--- config.mk ---
export PLATFORM = sky130hd
export DESIGN_NAME = mrbwt_chain
export DESIGN_NICKNAME = d
export VERILOG_FILES = /design/src/mrbwt_pkg.sv /design/src/mrbwt_cell.sv /design/src/mrbwt_chain.sv
export SDC_FILE = /design/constraint.sdc
export NUM_CORES = 2
export LEC_CHECK = 0
export BUFFER_PORTS_ARGS = -buffer_cell sky130_fd_sc_hd__buf_4
export CAP_MARGIN = 20
export CORE_ASPECT_RATIO = 1.5
export CORE_UTILIZATION = 59
export CTS_CLUSTER_DIAMETER = 80
export DETAILED_ROUTE_END_ITERATION = 8
export PLACE_DENSITY = 0.75
export SETUP_SLACK_MARGIN = 0.5
export SLEW_MARGIN = 40
export SYNTH_ARGS = -nofsm -noshare
export SYNTH_HDL_FRONTEND = slang
export SYNTH_HIERARCHICAL = 1
export SYNTH_SLANG_ARGS = --single-unit
--- constraint.sdc ---
create_clock -name clk -period 4.5 [get_ports clk]
set_input_delay 0.225 -clock clk [delete_from_list [all_inputs] [get_ports clk]]
set_output_delay 0.225 -clock clk [all_outputs]
set_load 0.05 [all_outputs]
--- src/mrbwt_pkg.sv ---
`default_nettype none
package mrbwt_pkg;

  localparam int unsigned TIME_W    = 48;
  localparam int unsigned BYTES_W   = 24;
  localparam int unsigned TICKS_W   = 40;
  localparam int unsigned LIMIT_W   = 31;
  localparam int unsigned SUM_W     = 32;
  localparam int unsigned CFG_IDX_W = 3;
  localparam int unsigned CFG_DAT_W = 40;

  localparam logic [CFG_IDX_W-1:0] CFG_MODE           = 3'd0;
  localparam logic [CFG_IDX_W-1:0] CFG_OUTPUT_ENABLED = 3'd1;
  localparam logic [CFG_IDX_W-1:0] CFG_PERIOD_TICKS   = 3'd2;
  localparam logic [CFG_IDX_W-1:0] CFG_WINDOW_TICKS   = 3'd3;
  localparam logic [CFG_IDX_W-1:0] CFG_BYTE_LIMIT     = 3'd4;

  localparam logic MODE_MESSAGE = 1'b0;
  localparam logic MODE_BYTES   = 1'b1;

  typedef struct packed {
    logic [TIME_W-1:0]  stamp;
    logic [BYTES_W-1:0] size;
  } entry_t;

  // per-cell control: shift takes the neighbor's entry, load takes the new one
  typedef struct packed {
    logic shift;
    logic load;
  } cell_ctrl_t;

  typedef enum logic [2:0] {
    ST_IDLE,
    ST_MSG,
    ST_EXPIRE,
    ST_DECIDE,
    ST_RESULT
  } state_t;

endpackage
`default_nettype wire

--- src/mrbwt_cell.sv ---
`default_nettype none
module mrbwt_cell (
  input  wire logic                clk,
  input  wire mrbwt_pkg::cell_ctrl_t ctrl,
  input  wire mrbwt_pkg::entry_t   neighbor,
  input  wire mrbwt_pkg::entry_t   fresh,
  output mrbwt_pkg::entry_t        entry
);

  always_ff @(posedge clk) begin
    if (ctrl.load) begin
      entry <= fresh;
    end else if (ctrl.shift) begin
      entry <= neighbor;
    end
  end

endmodule
`default_nettype wire

--- src/mrbwt_chain.sv ---
`default_nettype none
module mrbwt_chain #(
  parameter int unsigned DEPTH = 64,
  parameter int unsigned CNT_W = 7
) (
  input  wire logic              clk,
  input  wire logic              pop,
  input  wire logic              push,
  input  wire logic [CNT_W-1:0]  fill,
  input  wire mrbwt_pkg::entry_t fresh,
  output mrbwt_pkg::entry_t      oldest
);

  mrbwt_pkg::entry_t cells [DEPTH];

  genvar i;
  generate
    for (i = 0; i < DEPTH; i++) begin : g_cell
      mrbwt_pkg::cell_ctrl_t ctrl;
      mrbwt_pkg::entry_t     neighbor;

      // the new entry lands in the first free cell
      assign ctrl.load  = push && (fill == CNT_W'(i));
      assign ctrl.shift = pop;

      if (i == DEPTH - 1) begin : g_last
        assign neighbor = '0;
      end else begin : g_inner
        assign neighbor = cells[i+1];
      end

      mrbwt_cell u_cell (
        .clk      (clk),
        .ctrl     (ctrl),
        .neighbor (neighbor),
        .fresh    (fresh),
        .entry    (cells[i])
      );
    end
  endgenerate

  assign oldest = cells[0];

endmodule
`default_nettype wire
==> run metrics <==
total routing usage reported by global routing 0.167; critical-path maximum fanout 33; clock-pin slew on the worst setup and hold paths 0.06 ns; Max-Cap Viols 0; initial core utilization 0.594; TritonCTS clock tree done; Setup violations, final 0; registers with the most flip-flops g_cell.u_cell/entry (4608); Max Fclk 0.430 GHz; source-to-sink clock delay at the later pin of the worst-skew pair 0.91 ns; global-route wire length before repair 522000 um; Async S/R FF share, synth 0; Cell Count Post-Placement 14.6k; overflow left after global routing 0; RSZ-0062 raised after global routing no; Antenna Nets Post-Route 0; P per Cell Area 396 nW/um^2; final HPWL from detailed placement 204000 um; classification of the worst-slack hold path in2reg; cell types occupying the most area after synthesis edfxtp_1 (64%), mux2_4 (30%), buf_12 (4.1%), mux2_2 (0.99%), buf_6 (0.34%); root buffer selected by CTS clkbuf_16; most common library cells after synthesis edfxtp_1 (4608), mux2_4 (4416), buf_12 (448); Area Growth Syn to Fin 6.81%; type of element launching the critical path input port; ratio of cells with drive above 1 in the final layout 0.537; Worst slew margin 0.399; critical path data arrival time 2.97 ns; row count 272; worst-margin pin slew 0.896 ns; proportion of netlist area held by the largest area contributor 0.636; number of vias per cell 5.58; library cells used by synthesis 22; 1st-pass router iterations 5; DIE AREA 371000 sq um; number of global-route vias before repair 97.2k; GP Congestion 0.793; Setup Fix Bufs, Post-CTS 0; largest net degree at the start of global routing 73; prevailing post-synth register cell edfxtp_1; average detailed-routed wire length per instance 20.1 um; setup TNS after final layout 0 ns; total count of hold-check failures in the final report 0; number of I/O port buffers 153; Max Transition Viols Final 0; antenna violations before repair 4; most frequent cell after synthesis edfxtp_1; worst endpoint required time 5.14 ns; total number of H-tree levels 5; remaining routing DRC violations 0; number of design-rule violations left by the first detailed-router iteration 4097; number of instances in the synthesized netlist 9896; worst setup path class in2reg; Crit. End Element flip-flop; clk buf depth 4; vias after detailed routing 85.9k; number of synthesized register bits 4608; Non-Filler Instances 15.4k; core area 366000 sq um; status completed; die boundary height 746 um; part of the Yosys area used for sequential elements 0.636; post-synthesis average cell area 22.0 sq um; # resized after CTS 0; number of sinks driven by the clock tree 4608; count of flip-flops with a built-in enable after synthesis 4608; wire length reported by the detailed router 310000 um; share of the core filled with cells 0.634; width of the chip 498 um; final period utilization 0.517; layout net count 10.3k; Post-Syn Area 218000 sq um; Ys Warns 6; shortest clock period the worst path allows after layout 2.33 ns; top register by number of flip-flops g_cell.u_cell/entry; number of flip-flops in the largest register 4608; final worst clock skew 0.0261 ns; Num CTS Buffers 438; Static Leak 85.2 nW; Max IR drop VDD 0.416 mV; post-synth top area cell edfxtp_1; top-level port count 154
==> area by class of cell <==
cell class / instances / area (sq um)
timing repair buffer: 365 / 4040
tap: 4795 / 6000
clock buffer: 534 / 11400
multi-input combinational: 4835 / 70200
sequential: 4608 / 138000
antenna: 2 / 5.00
clock inverter: 260 / 2280
fill: 24600 / 134000
==> layout by cell type (no fill, tap or decap), drive strengths merged <==
cell type / Yosys / routed
edfxtp: 4608 / 4608
mux2: 4608 / 4608
clkbuf: 8 / 534
buf: 516 / 348
clkinv: 0 / 198
conb: 1 / 72
or2: 64 / 64
nor2: 57 / 57
bufinv: 0 / 39
dlygate4sd3: 0 / 17
inv: 0 / 12
clkinvlp: 0 / 11
nand4bb: 9 / 9
nand4b: 6 / 6
or4b: 5 / 5
nor4: 4 / 4
nand2b: 3 / 3
nor3: 3 / 3
diode: 0 / 2
or4: 1 / 1
or4bb: 1 / 1
nand4: 1 / 1
nand2: 1 / 1
==> path summary, 6_finish.rpt <==
check	from	to	slack [ns]	cells after the start
hold / removal	fresh[18]	g_cell[0].u_cell/entry[18]	0.008	2
setup reg to reg	g_cell[48].u_cell/entry[13]	g_cell[47].u_cell/entry[13]	3.54	1
hold reg to reg	g_cell[21].u_cell/entry[52]	g_cell[20].u_cell/entry[52]	0.53	1
setup / recovery	fill[1]	g_cell[48].u_cell/entry[70]	2.17	5
==> cells by family after synthesis <==
family        Yosys count  share of synthesized area
simple gates          155                    0.00422
mux                  4608                      0.315
other cells             1                  0.0000172
flops                4608                      0.636
buf+inv               524                     0.0448
==> per-layer routing <==
metal	vias to the layer above	share of wire	GRT usage
met5	-	0	0
met1	44800	0.39	0.194
met2	967	0.56	0.322
met4	0	0.017	0.0344
li1	39700	-	-
met3	441	0.033	0.0254
==> per-stage QoR <==
step / hold WS (ns) / area, sq um / power, mW / setup WS [ns]
floorplan: 0.442 / 218000 / 55.8 / 0.760
global placement: 0.526 / 218000 / 57.1 / 1.14
detailed placement: 0.533 / 218000 / 57.5 / 1.19
CTS: 0.0388 / 232000 / 93.1 / 2.19
global route: -0.00150 / 232000 / 95.2 / 2.20
finish: 0.00830 / 232000 / 91.9 / 2.17
==> what timing repair did <==
item	in CTS	in global routing
hold buffers	7	10
endpoints found under the hold margin	131	149
endpoints found under the setup margin	0	0
==> power by group <==
group          switching (mW)  internal, mW  total, mW
clock                    15.2          20.2       35.4
sequential              0.672          50.2       50.9
combinational            2.50          3.23       5.72
total                    18.3          73.6       91.9
==> critical path, cell delays in order <==
cell    delay [ns]
buf_4         0.19
or4b_2        1.02
nor2_4        0.49
buf_4         0.58
mux2_2        0.41
(Power assumes the default switching activity.)
